**src/rtl/ptsd_div_cell.sv**
```systemverilog
// one restoring division step for both projection coordinates
`default_nettype none
module ptsd_div_cell #(
    parameter int RW     = 34,
    parameter int QB     = 16,
    parameter int SIDE_W = 8
) (
    input  wire logic              clk,
    input  wire logic              rst_n,
    input  wire logic              en,
    input  wire logic              v_in,
    input  wire logic [RW-2:0]     d_in,
    input  wire logic [RW-1:0]     rx_in,
    input  wire logic [QB-1:0]     nx_in,
    input  wire logic [RW-1:0]     ry_in,
    input  wire logic [QB-1:0]     ny_in,
    input  wire logic [SIDE_W-1:0] side_in,
    output logic                   v_out,
    output logic [RW-2:0]          d_out,
    output logic [RW-1:0]          rx_out,
    output logic [QB-1:0]          nx_out,
    output logic [RW-1:0]          ry_out,
    output logic [QB-1:0]          ny_out,
    output logic [SIDE_W-1:0]      side_out
);

    logic [RW-1:0] tx;
    logic [RW-1:0] ty;
    logic          gex;
    logic          gey;
    logic [RW-1:0] rx_next;
    logic [RW-1:0] ry_next;

    // shift in the next numerator bit and try the subtraction
    always_comb
    begin
        tx      = {rx_in[RW-2:0], nx_in[QB-1]};
        ty      = {ry_in[RW-2:0], ny_in[QB-1]};
        gex     = (tx >= {1'b0, d_in});
        gey     = (ty >= {1'b0, d_in});
        rx_next = gex ? (tx - {1'b0, d_in}) : tx;
        ry_next = gey ? (ty - {1'b0, d_in}) : ty;
    end

    // control
    always_ff @(posedge clk or negedge rst_n)
    begin
        if (!rst_n)
            v_out <= 1'b0;
        else if (en)
            v_out <= v_in;
    end

    // payload, quotient bits enter at the bottom of the numerator
    always_ff @(posedge clk)
    begin
        if (en)
        begin
            d_out    <= d_in;
            rx_out   <= rx_next;
            ry_out   <= ry_next;
            nx_out   <= {nx_in[QB-2:0], gex};
            ny_out   <= {ny_in[QB-2:0], gey};
            side_out <= side_in;
        end
    end

endmodule
`default_nettype wire

```
**config.mk**
```make
export PLATFORM = sky130hd
export DESIGN_NAME = ptsd_div_cell
export DESIGN_NICKNAME = d
export VERILOG_FILES = /design/src/rtl/ptsd_div_cell.sv
export SDC_FILE = /design/constraint.sdc
export NUM_CORES = 1
export LEC_CHECK = 0
export ABC_AREA = 1
export ABC_CLOCK_PERIOD_IN_PS = 1200
export BUFFER_PORTS_ARGS = -buffer_cell sky130_fd_sc_hd__buf_4
export CAP_MARGIN = 20
export CELL_PAD_IN_SITES_DETAIL_PLACEMENT = 0
export CELL_PAD_IN_SITES_GLOBAL_PLACEMENT = 1
export CORE_ASPECT_RATIO = 0.8
export CORE_UTILIZATION = 41
export CTS_CLUSTER_SIZE = 14
export DETAILED_ROUTE_END_ITERATION = 8
export MAX_ROUTING_LAYER = met4
export PLACE_DENSITY_LB_ADDON = 0.1
export SLEW_MARGIN = 20
export SYNTH_ARGS = -nofsm -noshare
export SYNTH_HDL_FRONTEND = slang
export SYNTH_SLANG_ARGS = --single-unit
```
**constraint.sdc**
```tcl
create_clock -name clk -period 1.2 [get_ports clk]
set_input_delay 0.06 -clock clk [delete_from_list [all_inputs] [get_ports clk]]
set_output_delay 0.06 -clock clk [all_outputs]
set_load 0.01 [all_outputs]
```
---- Word level (Yosys, flattened, before mapping) ----
Cells that the tools add are included.
storage, ports and cells
  output and inout bits ................... 142
  latch bits .............................. 0
  bits in registers ....................... 142
  memories kept ........................... 0
  RAM bits ................................ 0
  bits in read-only memories .............. 0
  logic and storage cells ................. 13
  bits of input ports ..................... 145
cells by class
  multiply operators ...................... 0
  eq/ne operators ......................... 0
  shifts and indexed selects .............. 0
  reduce and logical (&&, ||, !) cells .... 0
  magnitude comparators ................... 2
  muxes and demuxes ....................... 2
  $add $sub $neg .......................... 2
  bitwise gates (word level) .............. 0
  divide/modulo/power cells ............... 0
operator list
  operator          count
  $ge A34 B33 Y1    2
  $mux W34          2
  $sub A34 B33 Y34  2

---- Logic depth before layout (Yosys ltp) ----
  depth in word-level cells ............... 2
  depth in mapped cells ................... 16
  depth with buffers taken out ............ 16

---- Worst setup path before layout ----
No wires, ideal clock.
  path kind ............................... input-to-reg
  start ................................... in nx_in[15]
  end ..................................... reg rx_out[32], data pin
  stages .................................. 13
  arrival time ............................ 1.486 ns
  data required time ...................... 0.947 ns
  path slack .............................. -0.539 ns
  cells stage by stage .................... inv_1 ha_1 inv_1 fa_1 nand3_1 nand3_2 nand2_1 nand2_2 nand3_4 nand2_8 buf_4 nand3_1 nand2_1
on the way
  word-level cells in the longest chain between the ends .. 2
ends and longest elaborated chain
  what                                                       line    text
  start: declaration                                         14      input wire logic [QB-1:0] nx_in,
  $sub A34 B33 Y34 / $ge A34 B33 Y1 (equally long branches)  41, 39
  $mux W34 *                                                 41      rx_next = gex ? (tx - {1'b0, d_in}) : tx;
  via rx_next[32]                                            31      logic [RW-1:0] rx_next;
  end signal: assignment                                     60      rx_out <= rx_next;
  end: declaration                                           20      output logic [RW-1:0] rx_out,
The timed path passes the listed nets; every way through them passes the cells marked *.
A chain may end at the register's enable or synchronous reset.

---- Worst setup path after layout ----
  start ................................... in d_in[2]
  end ..................................... reg rx_out[22], data pin
on the way
  word-level cells in the longest chain between the ends .. 2
ends and longest elaborated chain
  what                                                       line    text
  start: declaration                                         12      input wire logic [RW-2:0] d_in,
  $sub A34 B33 Y34 / $ge A34 B33 Y1 (equally long branches)  41, 39
  $mux W34 *                                                 41
  via rx_next[22]                                            31
Marks and branches as above.

==> results.md <==
- Die width: 181.2 µm
- Fin util: 0.7088
- H-tree depth: 4
- Hold Path Sink: rx_out[29]
- Ratio of cells with drive above 1 in the final layout: 0.3577
- Final setup vio count: 70
- Largest net degree at the start of global routing: 52
- GR Util met1: 0.4083
- # DRC: 0
- Final cell count without fillers: between 2000 and 3000
- Aggregate global routing overflow: 0
- M3 GR Usage: 0.05180
- Core area: 0.02524 mm²
- Slew Viols, Final: 0
- Min-Delay Path Depth: 4
- Synthesized Nets: between 1500 and 2000
- Number of iterations in the first detailed-routing pass: 5
- Global-route wire length before repair: 62370 µm
- Net Switching: 6183 µW
- Cells after DPL: 2312
- CP Class: in2reg
- CTS buffer count: 17
- Dpl cell area: between 0.015 and 0.02 mm²
- Ports: 287
- Sequential share of power: 0.335
- Die height: 145.4 µm
- CTS tree: done
- Yosys cell types: 38
- Nets: between 2000 and 2500
- Die footprint: 0.02635 mm²
- Clock Path Buffers: 2
- Max-cap check violation count: 0
- Via count: between 10000 and 15000
- Final Hold Vio Count: 0
- Post-detail-place hpwl: 31020 µm
- Antenna viol nets, final: 0
- Starting Density: 0.4174
- LEAKAGE: 0.009153 µW
- Cells after Synth: 1469
- GR peak layer: met2
- CP max FO: 4
- WP data arrival: 1.85 ns
- WL per Instance: 16.32 µm
- GRT Util Overall: 0.3202
- Row cnt: 52
- Setup TNS: -26.48 ns
- Tmin final: 1.663 ns
- Via-per-instance ratio: 4.737
- Violated checks: setup timing
- GR Util met2: 0.5237
- Post-route design area: 0.01789 mm²
- Area of the multi-input gates: 0.005909 mm²
- Reg-to-Reg Start: v_out
- Initial antenna violation count: 1
- Worst VDD drop: 0.0009919 V
- Syn Area/Cell: 7.173 µm²
- Clk_lat worst skew: about 0.43 ns
- Power per cell area: 1059 mW/mm²
- Worst slew margin: 0.8046
- Yosys reg bits: around 140
- RSZ-0062 raised after global routing: true
- GP Congestion: 0.9551
- Vias in the first global route: between 10000 and 15000
- WP data required: about 1.4 ns
- Mapped cell area: between 0.01 and 0.015 mm²
- Switching share of power: 0.3263
- DRT iter0 DRCs: 858
- Flip-flop and latch area: 0.004259 mm²
- Sequential area share after synthesis: 0.4042
- Root Driver: clkbuf_16
- Fillers: 2120
- Clock sinks: between 100 and 150
- CP endpoint kind: flip-flop
- Worst R2R Setup Slack: 0.45 ns
- Clk pwr share: 0.285
- Worst Reg-to-Reg Cells: 1
- Layout Area Growth over Synthesis: 69.81%
- Routed WL: between 40000 and 50000 µm
- Internal: between 10000 and 15000 µW
- FF-to-FF End: v_out
- PnR worst setup slack: -0.4626 ns
- Final Cycle Share: 1.385
- Final Skew: 0 ns
- Worst hold start: rx_in[28]
- Tightest Pin Transition: 0.2931 ns
- Status: finished, violations left
- Startpoint types: input pin
- Logic pwr share: 0.380
- Buffers on Ports: 284
- Fmax: around 600 MHz
- Yosys warnings: 0
- Clock transition at the registers of the reported paths: roughly 0.060 ns
- HP Class: in2reg
-- cells by family after synthesis --
logic type	synth area share
and+or+nand+nor	0.3422
AOI/OAI and AO/OA	0.03823
xor gates and xnor gates	0.02577
DFF	0.4042
buffers and inverters	0.1064
muxes	0.001069
adders and majority gates	0.08217
-- repair_timing --
item / in CTS / in global routing
setup endpoints to repair: 70 / 70
buffers inserted: 12 / 4
gates cloned: 3 / 0
endpoints found under the hold margin: 143 / 0
gates resized for setup: 110 / 41
hold buffers: 137 / 0
pin swaps: 15 / 9
-- critical path, stage by stage --
cell and delay [ns]:
buf_4 0.10, clkinvlp_4 0.12, buf_12 0.16, ha_4 0.28, nand2_1 0.06, nor2_2 0.16, nand2_1 0.07, nand3_1 0.14
nand2_1 0.09, nand2_1 0.18, nand2_1 0.16, nand2_1 0.09, nand2_1 0.05, nand3_1 0.07, nand2_1 0.06
-- layout by cell type (no fill, tap or decap), drive strengths merged --
master and count:
a21o 3, a21oi 50, and2 2, buf 549, bufinv 2, clkbuf 17, clkinv 7, clkinvlp 10
dfrtp 1, diode 1, dlygate4sd3 137, edfxtp 141, fa 2, ha 66, inv 260, mux2 1
nand2 647, nand3 73, nand3b 9, nand4 13, nor2 114, nor3 11, nor4 4, o21a 1
o21ai 14, o21bai 6, or2 4, xnor2 3, xor2 28
-- per-stage QoR --
stage	hold WS [ns]	total power [µW]	worst slack, ns
finish	0.03104	18950	-0.4626
global route	0.01804	19830	-0.5327
CTS	0.004450	18800	-0.3860
detailed placement	-0.1622	12750	-1.007
global placement	-0.1651	12680	-0.9788
floorplan	-0.2356	9428	-0.4733
-- cell usage after synthesis (all sizes together) --
master / count / area (µm²)
o21bai: 6 / 45.04
edfxtp: 141 / 4234
and2: 2 / 12.51
xor2: 28 / 245.2
dfrtp: 1 / 25.02
o21a: 1 / 7.510
nand2: 646 / 2474
nand4: 13 / 81.33
nand3b: 9 / 67.56
xnor2: 3 / 26.28
a21oi: 50 / 257.8
mux2: 1 / 11.26
nor4: 4 / 40.04
a21o: 3 / 22.52
inv: 265 / 997.2
fa: 2 / 40.04
o21ai: 14 / 70.06
or2: 4 / 27.53
nor2: 114 / 450.4
ha: 66 / 825.8
buf: 12 / 123.9
nand3: 73 / 392.9
nor3: 11 / 60.06
-- per-layer routing --
layer  vias up  routed length [µm]
met3        50                1987
met1      5464               18310
li1       5985                   -
met4         0                 886
met5         -                   0
met2       344               19610
-- area by class of cell --
class,instances,share of cell area
clock inverter,14,0.008041
antenna,1,0.0001399
timing repair buffer,686,0.3192
tap,324,0.02266
inverter,265,0.05790
multi-input combinational,1051,0.3303
sequential,142,0.2380
clock buffer,17,0.02377
-- power groups by stage --
stage	clock [µW]	sequential (µW)	combinational, µW
floorplan	0	6740	2680
global placement	0	6420	6260
detailed placement	0	6440	6310
CTS	5460	6340	7000
global route	5640	6390	7800
finish	5400	6340	7200
-- worst max path at each step --
stage / start / end / slack, ns / cells past startpoint
3_5_place_dp: d_in[6] / ry_out[24] / -1.01 / 14
2_1_floorplan: d_in[26] / rx_out[32] / -0.47 / 14
5_1_grt: d_in[9] / ry_out[4] / -0.53 / 17
4_1_cts: d_in[5] / rx_out[1] / -0.39 / 17
3_3_place_gp: d_in[6] / ry_out[24] / -0.98 / 14
6_report: d_in[2] / rx_out[22] / -0.46 / 15
-- flip-flops by register name, summed over array words and instances (netlist names) --
signal / count
side_out: 8
v_out: 1
d_out: 33
ry_out: 34
nx_out: 16
rx_out: 34
ny_out: 16
No activity file was read; power rests on OpenSTA's default activity.
