$ cat src/rtl/ptsd_sqrt_cell.sv
// one digit-by-digit square root step
`default_nettype none
module ptsd_sqrt_cell #(
    parameter int RB = 22
) (
    input  wire logic            clk,
    input  wire logic            rst_n,
    input  wire logic            en,
    input  wire logic            v_in,
    input  wire logic [RB+1:0]   rem_in,
    input  wire logic [2*RB-1:0] rad_in,
    input  wire logic [RB-1:0]   root_in,
    input  wire logic [1:0]      part_in,
    output logic                 v_out,
    output logic [RB+1:0]        rem_out,
    output logic [2*RB-1:0]      rad_out,
    output logic [RB-1:0]        root_out,
    output logic [1:0]           part_out
);

    logic [RB+1:0] tr;
    logic [RB+1:0] trial;
    logic          ge;

    // bring down two radicand bits and test root*4+1
    always_comb
    begin
        tr    = {rem_in[RB-1:0], rad_in[2*RB-1:2*RB-2]};
        trial = {root_in, 2'b01};
        ge    = (tr >= trial);
    end

    always_ff @(posedge clk or negedge rst_n)
    begin
        if (!rst_n)
            v_out <= 1'b0;
        else if (en)
            v_out <= v_in;
    end

    always_ff @(posedge clk)
    begin
        if (en)
        begin
            rem_out  <= ge ? (tr - trial) : tr;
            rad_out  <= {rad_in[2*RB-3:0], 2'b00};
            root_out <= {root_in[RB-2:0], ge};
            part_out <= part_in;
        end
    end

endmodule
`default_nettype wire

$ cat config.mk
export PLATFORM = sky130hd
export DESIGN_NAME = ptsd_sqrt_cell
export DESIGN_NICKNAME = d
export VERILOG_FILES = /design/src/rtl/ptsd_sqrt_cell.sv
export SDC_FILE = /design/constraint.sdc
export NUM_CORES = 1
export LEC_CHECK = 0
export BUFFER_PORTS_ARGS = -buffer_cell sky130_fd_sc_hd__buf_2
export CAP_MARGIN = 20
export CORE_MARGIN = 1
export CORE_UTILIZATION = 40
export DETAILED_ROUTE_END_ITERATION = 10
export HOLD_SLACK_MARGIN = 0.08
export PLACE_DENSITY = 0.71
export SLEW_MARGIN = 15
export SYNTH_ARGS = -nofsm -noshare
export SYNTH_HDL_FRONTEND = slang
export SYNTH_SLANG_ARGS = --single-unit
export TNS_END_PERCENT = 30
$ cat constraint.sdc
create_clock -name clk -period 1 [get_ports clk]
set_input_delay 0.05 -clock clk [delete_from_list [all_inputs] [get_ports clk]]
set_output_delay 0.05 -clock clk [all_outputs]
set_load 0.03 [all_outputs]
# Word level (Yosys, flattened, before mapping)
# Cells that the tools add are included.
# op_classes
add_sub_neg	1
n_lt_le_gt_ge	1
n_mux	1
# ops
op	count
$ge 24x24->1	1
$mux 24	1
$sub 24x24->24	1
# word_totals
reg_bits	91
inputBits	96
out_inout_bits	93
word_cells	8

# Longest topological paths before layout
# logic_depth
depth_word	2
ltp_mapped	11
mapped_depth_nobuf	8

# Worst setup path after synthesis
# OpenSTA, ideal clock, no wires.
# synth_path
path_type	input-to-reg
start	in root_in[5]
end	reg rem_out[10], data pin
setup_time_ps	262
arrival_ps	2043
required_time_ps	738
slack_ps	-1305
path_stages	11
path_buffers	3
path_cell_list	inv_1 ha_1 buf_2 nand4_2 a2111oi_4 o21bai_1 a211o_1 and2_1 buf_6 buf_6 mux2_1
# synth_between
elab_chain_len	2
elab_cells_between_ends	3
cone_classes	add/sub (1); order compare (1); mux (1)
# synth_rtl
item	line	rtl
from (decl)	12	input wire logic [RB-1:0] root_in,
$sub 24x24->24 or $ge 24x24->1 (tied branches)	45, 30	
$mux 24 *	45	rem_out <= ge ? (tr - trial) : tr;
to (signal assigned)	45	
to (decl)	15	output logic [RB+1:0] rem_out,
# Every way passes the cells marked *; elsewhere a longest branch is shown, timed or not.
# A chain may end at the register's enable or synchronous reset.

# Final worst setup path
# layout_path
start	in root_in[0]
end	reg rem_out[16], data pin
# Same word-level chain as after synthesis.

==> flow_results.xml <==
<?xml version="1.0" encoding="UTF-8"?>
<metrics>
  <group name="yosys">
    <metric name="synth.top_cells.by_area" unit="">edfxtp_1, ha_1, a21oi_1, inv_1, nand2_1</metric>
    <metric name="leading_cell_types_by_count_after_synthesis" unit="">edfxtp_1, inv_1, ha_1</metric>
    <metric name="syn_area" unit="sq um">4490</metric>
    <metric name="syn_inst" unit="">351</metric>
    <metric name="synth.largest_area_cell" unit="">edfxtp_1</metric>
    <metric name="yosys_most_used_dff" unit="">edfxtp_1</metric>
    <metric name="number_of_storage_elements_in_the_synthesis_netlist" unit="">91</metric>
    <metric name="post_synth_num_cell_types" unit="">51</metric>
    <metric name="seq_area_frac_synth" unit="%">60.8</metric>
    <metric name="number_of_enable_type_register_cells_in_the_synthesized_netlist" unit="">90</metric>
    <metric name="syn_area_per_cell" unit="sq um">12.8</metric>
    <metric name="syn_warnings" unit="">0</metric>
    <metric name="synth-async-reset-ratio" unit="%">1.10</metric>
    <metric name="post-synth-top-area-fraction" unit="%">60.2</metric>
    <metric name="post-synth-top-count-cell" unit="">edfxtp_1</metric>
  </group>
  <group name="setup_path">
    <metric name="cp_num_buf_inv" unit="">4</metric>
    <metric name="worst-path-max-fanout" unit="">4</metric>
    <metric name="crit_chain" unit="">buf_8 -&gt; inv_4 -&gt; ha_4 -&gt; nand2b_4 -&gt; a2111oi_4 -&gt; o21bai_4 -&gt; a211o_1 -&gt; and2_4 -&gt; buf_8 -&gt; buf_12 -&gt; mux2_4</metric>
    <metric name="rr_startpoint" unit="">v_out$_DFFE_PN0P_</metric>
    <metric name="worst_r2r_path_depth" unit="">1</metric>
    <metric name="critPathCaptureType" unit="">flip-flop</metric>
    <metric name="worstReg2RegEnd" unit="">v_out$_DFFE_PN0P_</metric>
    <metric name="timing.critical_path.from_type" unit="">input port</metric>
    <metric name="cpPeakStageDelay" unit="ns">0.45</metric>
    <metric name="arrival" unit="ns">2.08</metric>
    <metric name="crit_family" unit="">compound AO/OA/AOI/OAI gates</metric>
    <metric name="regToRegSetupSlack" unit="ns">0.26</metric>
    <metric name="cp_data_required_time" unit="ns">1.13</metric>
    <metric name="cpMostUsedCell" unit="">buf_8</metric>
    <metric name="cp_slowest_cell" unit="">a2111oi_4</metric>
    <metric name="criticalPathCategory" unit="">in -&gt; reg</metric>
  </group>
  <group name="place">
    <metric name="hpwl" unit="um">9200</metric>
    <metric name="numPortBuffers" unit="">184</metric>
    <metric name="dp_worst_setup_slack" unit="ns">-1.34</metric>
    <metric name="dpl_cell_area" unit="sq um">6410</metric>
    <metric name="gp_routability_congestion" unit="">0.864</metric>
  </group>
  <group name="clocking">
    <metric name="cts_max_path_buffers" unit="">2</metric>
    <metric name="tritoncts" unit="">done</metric>
    <metric name="ctsRootBufferMaster" unit="">clkbuf_8</metric>
    <metric name="cts.sinks" unit="">91</metric>
    <metric name="clk_pin_slew_worst_paths" unit="ns">0.10</metric>
    <metric name="cts-buffers-inserted" unit="">9</metric>
    <metric name="insertion_delay" unit="ns">0.37</metric>
    <metric name="htreeDepth" unit="">3</metric>
  </group>
  <group name="sta">
    <metric name="slew_limit_fails" unit="">0</metric>
    <metric name="min_period_over_period" unit="%">194</metric>
    <metric name="final_number_of_hold_violating_endpoints" unit="">0</metric>
    <metric name="final_count_of_negative_setup_slack_endpoints" unit="">34</metric>
    <metric name="fin_ws" unit="ns">-0.945</metric>
    <metric name="grt_setup_unrepaired" unit="">true</metric>
    <metric name="fin_worst_skew" unit="ns">0</metric>
    <metric name="post-route-min-period" unit="ns">1.94</metric>
    <metric name="max_clock_freq" unit="MHz">514</metric>
  </group>
  <group name="power">
    <metric name="powerDensity" unit="nW/um^2">1380</metric>
    <metric name="ir_worst_vdd" unit="mV">0.831</metric>
    <metric name="p_leak" unit="nW">3.60</metric>
  </group>
  <group name="routing">
    <metric name="drt-total-wl" unit="um">14700</metric>
    <metric name="detail_route.iter0.violations" unit="">297</metric>
    <metric name="post_drt_wl_per_cell" unit="um">17.0</metric>
    <metric name="detail_route.drc_violations" unit="">0</metric>
    <metric name="drt-pass1-iter-count" unit="">5</metric>
    <metric name="ant_nets" unit="">0</metric>
    <metric name="met2WireLength" unit="um">7210</metric>
    <metric name="met3_length" unit="um">864</metric>
    <metric name="route.top_layer_used" unit="">met4</metric>
    <metric name="routed_via_density" unit="">5.05</metric>
    <metric name="via_count" unit="">4371</metric>
    <metric name="wirelength_met1" unit="um">6040</metric>
  </group>
  <group name="global_route">
    <metric name="via_count_of_the_first_global_routing_pass" unit="">4324</metric>
    <metric name="track_usage" unit="%">24.1</metric>
    <metric name="grt_first_pass_wirelength" unit="um">21100</metric>
    <metric name="grt_max_degree" unit="">39</metric>
    <metric name="antenna_found_initial" unit="">0</metric>
    <metric name="grt_overflow" unit="">0</metric>
  </group>
  <group name="cells_and_area">
    <metric name="final_design_area_no_fill" unit="sq um">8220</metric>
    <metric name="ratio_of_cells_with_drive_above_1_in_the_final_layout" unit="%">53.3</metric>
    <metric name="area_delta_synth_final" unit="%">83.2</metric>
    <metric name="diodes" unit="">0</metric>
    <metric name="design.final.nets" unit="">841</metric>
  </group>
  <group name="floorplan">
    <metric name="std_cell_rows" unit="">38</metric>
    <metric name="dieArea" unit="sq um">11700</metric>
    <metric name="die_height" unit="um">108</metric>
    <metric name="dieWidth" unit="um">108</metric>
    <metric name="core" unit="sq um">10900</metric>
    <metric name="io_count" unit="">189</metric>
    <metric name="start_util" unit="%">41.2</metric>
  </group>
  <group name="hold_path">
    <metric name="timing.hold.worst_path_depth" unit="">3</metric>
    <metric name="hp-class" unit="">in -&gt; reg</metric>
    <metric name="min-delay-start" unit="">rad_in[42]</metric>
    <metric name="holdPathEnd" unit="">rem_out[0]$_DFFE_PP_</metric>
  </group>
  <group name="outcome">
    <metric name="violations" unit="">negative setup slack</metric>
    <metric name="run_status" unit="">complete, but fails checks</metric>
  </group>
  <group name="flow_run">
    <metric name="cap_viol_max_count" unit="">0</metric>
  </group>
</metrics>
==> registers in the layout, indices dropped and copies added (netlist names) <==
name	flops
rem_out	24
v_out	1
part_out	2
rad_out	42
root_out	22
==> worst max-delay path by stage <==
stage	startpoint	end	cells after the start
after floorplan	root_in[12]	rem_out[10]$_DFFE_PP_	11
after global placement	root_in[17]	rem_out[15]$_DFFE_PP_	10
after detailed placement	root_in[12]	rem_out[22]$_DFFE_PP_	11
after CTS	rem_in[4]	rem_out[21]$_DFFE_PP_	10
after global routing	root_in[6]	rem_out[15]$_DFFE_PP_	11
final	root_in[0]	rem_out[16]$_DFFE_PP_	11
==> placed cells by master, fill, tap and decap left out, types with 11 or more instances in the layout <==
cell type / instances
buf_6: 40
a21oi_1: 16
nand2_1: 18
ha_4: 16
buf_2: 145
buf_4: 98
inv_1: 16
nor2_1: 11
edfxtp_1: 90
dlygate4sd3_1: 84
==> logic make-up after synthesis <==
group                    Yosys count  share of synthesized area (%)
buffers and inverters             46                           4.60
other                              1                         0.0835
AO/OA/AOI/OAI                     89                           13.8
adder cells (fa/ha/maj)           24                           6.69
XOR/XNOR                          14                           2.73
AND/OR/NAND/NOR                   73                           8.11
flip-flops                        91                           60.8
multiplexers                      13                           3.23
==> where the power goes <==
part	leakage (nW)	switching (mW)	internal, mW
Combinational	2.61	2.13	1.87
Sequential	0.892	0.114	4.62
Clock	0.0950	1.41	1.19
Total	3.60	3.65	7.68
==> worst min-delay path, delay by kind of cell <==
kind                   cells  cell delay, ns
buffers and inverters      2            0.20
XOR/XNOR                   1            0.11
==> through the flow <==
stage	setup TNS (ns)	power (mW)	hold slack, ns	instances	util (%)
floorplan	-26.13	6.70	-0.246	352	-
global placement	-30.90	7.85	-0.174	747	58.9
detailed placement	-30.94	7.88	-0.173	747	58.9
CTS	-18.80	11.0	0.0855	860	72.8
global route	-22.87	11.8	0.121	866	75.5
finish	-21.11	11.3	0.0965	866	75.5
==> layer usage <==
metal | track usage (%) | vias up
met4 | 13.3 | 0
met1 | 28.6 | 2050
li1 | - | 2066
met2 | 41.5 | 209
met3 | 3.92 | 46
met5 | 0 | -
==> final cells by class <==
type,instances,area [sq um]
clock buffers,10,128
clock inverters,6,73.8
fillers,694,2670
inverters,29,131
multi-input cells,215,2090
flip-flops and latches,91,2730
well taps,140,175
repair buffers,375,2900
==> what timing repair did <==
| action | CTS | global route |
|---|---|---|
| buffers inserted | 13 | 7 |
| gates resized for setup | 87 | 71 |
| cloned | 0 | 0 |
| setup endpoints to repair | 39 | 131 |
| pin swaps | 23 | 15 |
| hold endpoints to repair | 82 | 0 |
| hold buffers | 84 | 0 |
Note: power is estimated with default switching activity, not from simulation.
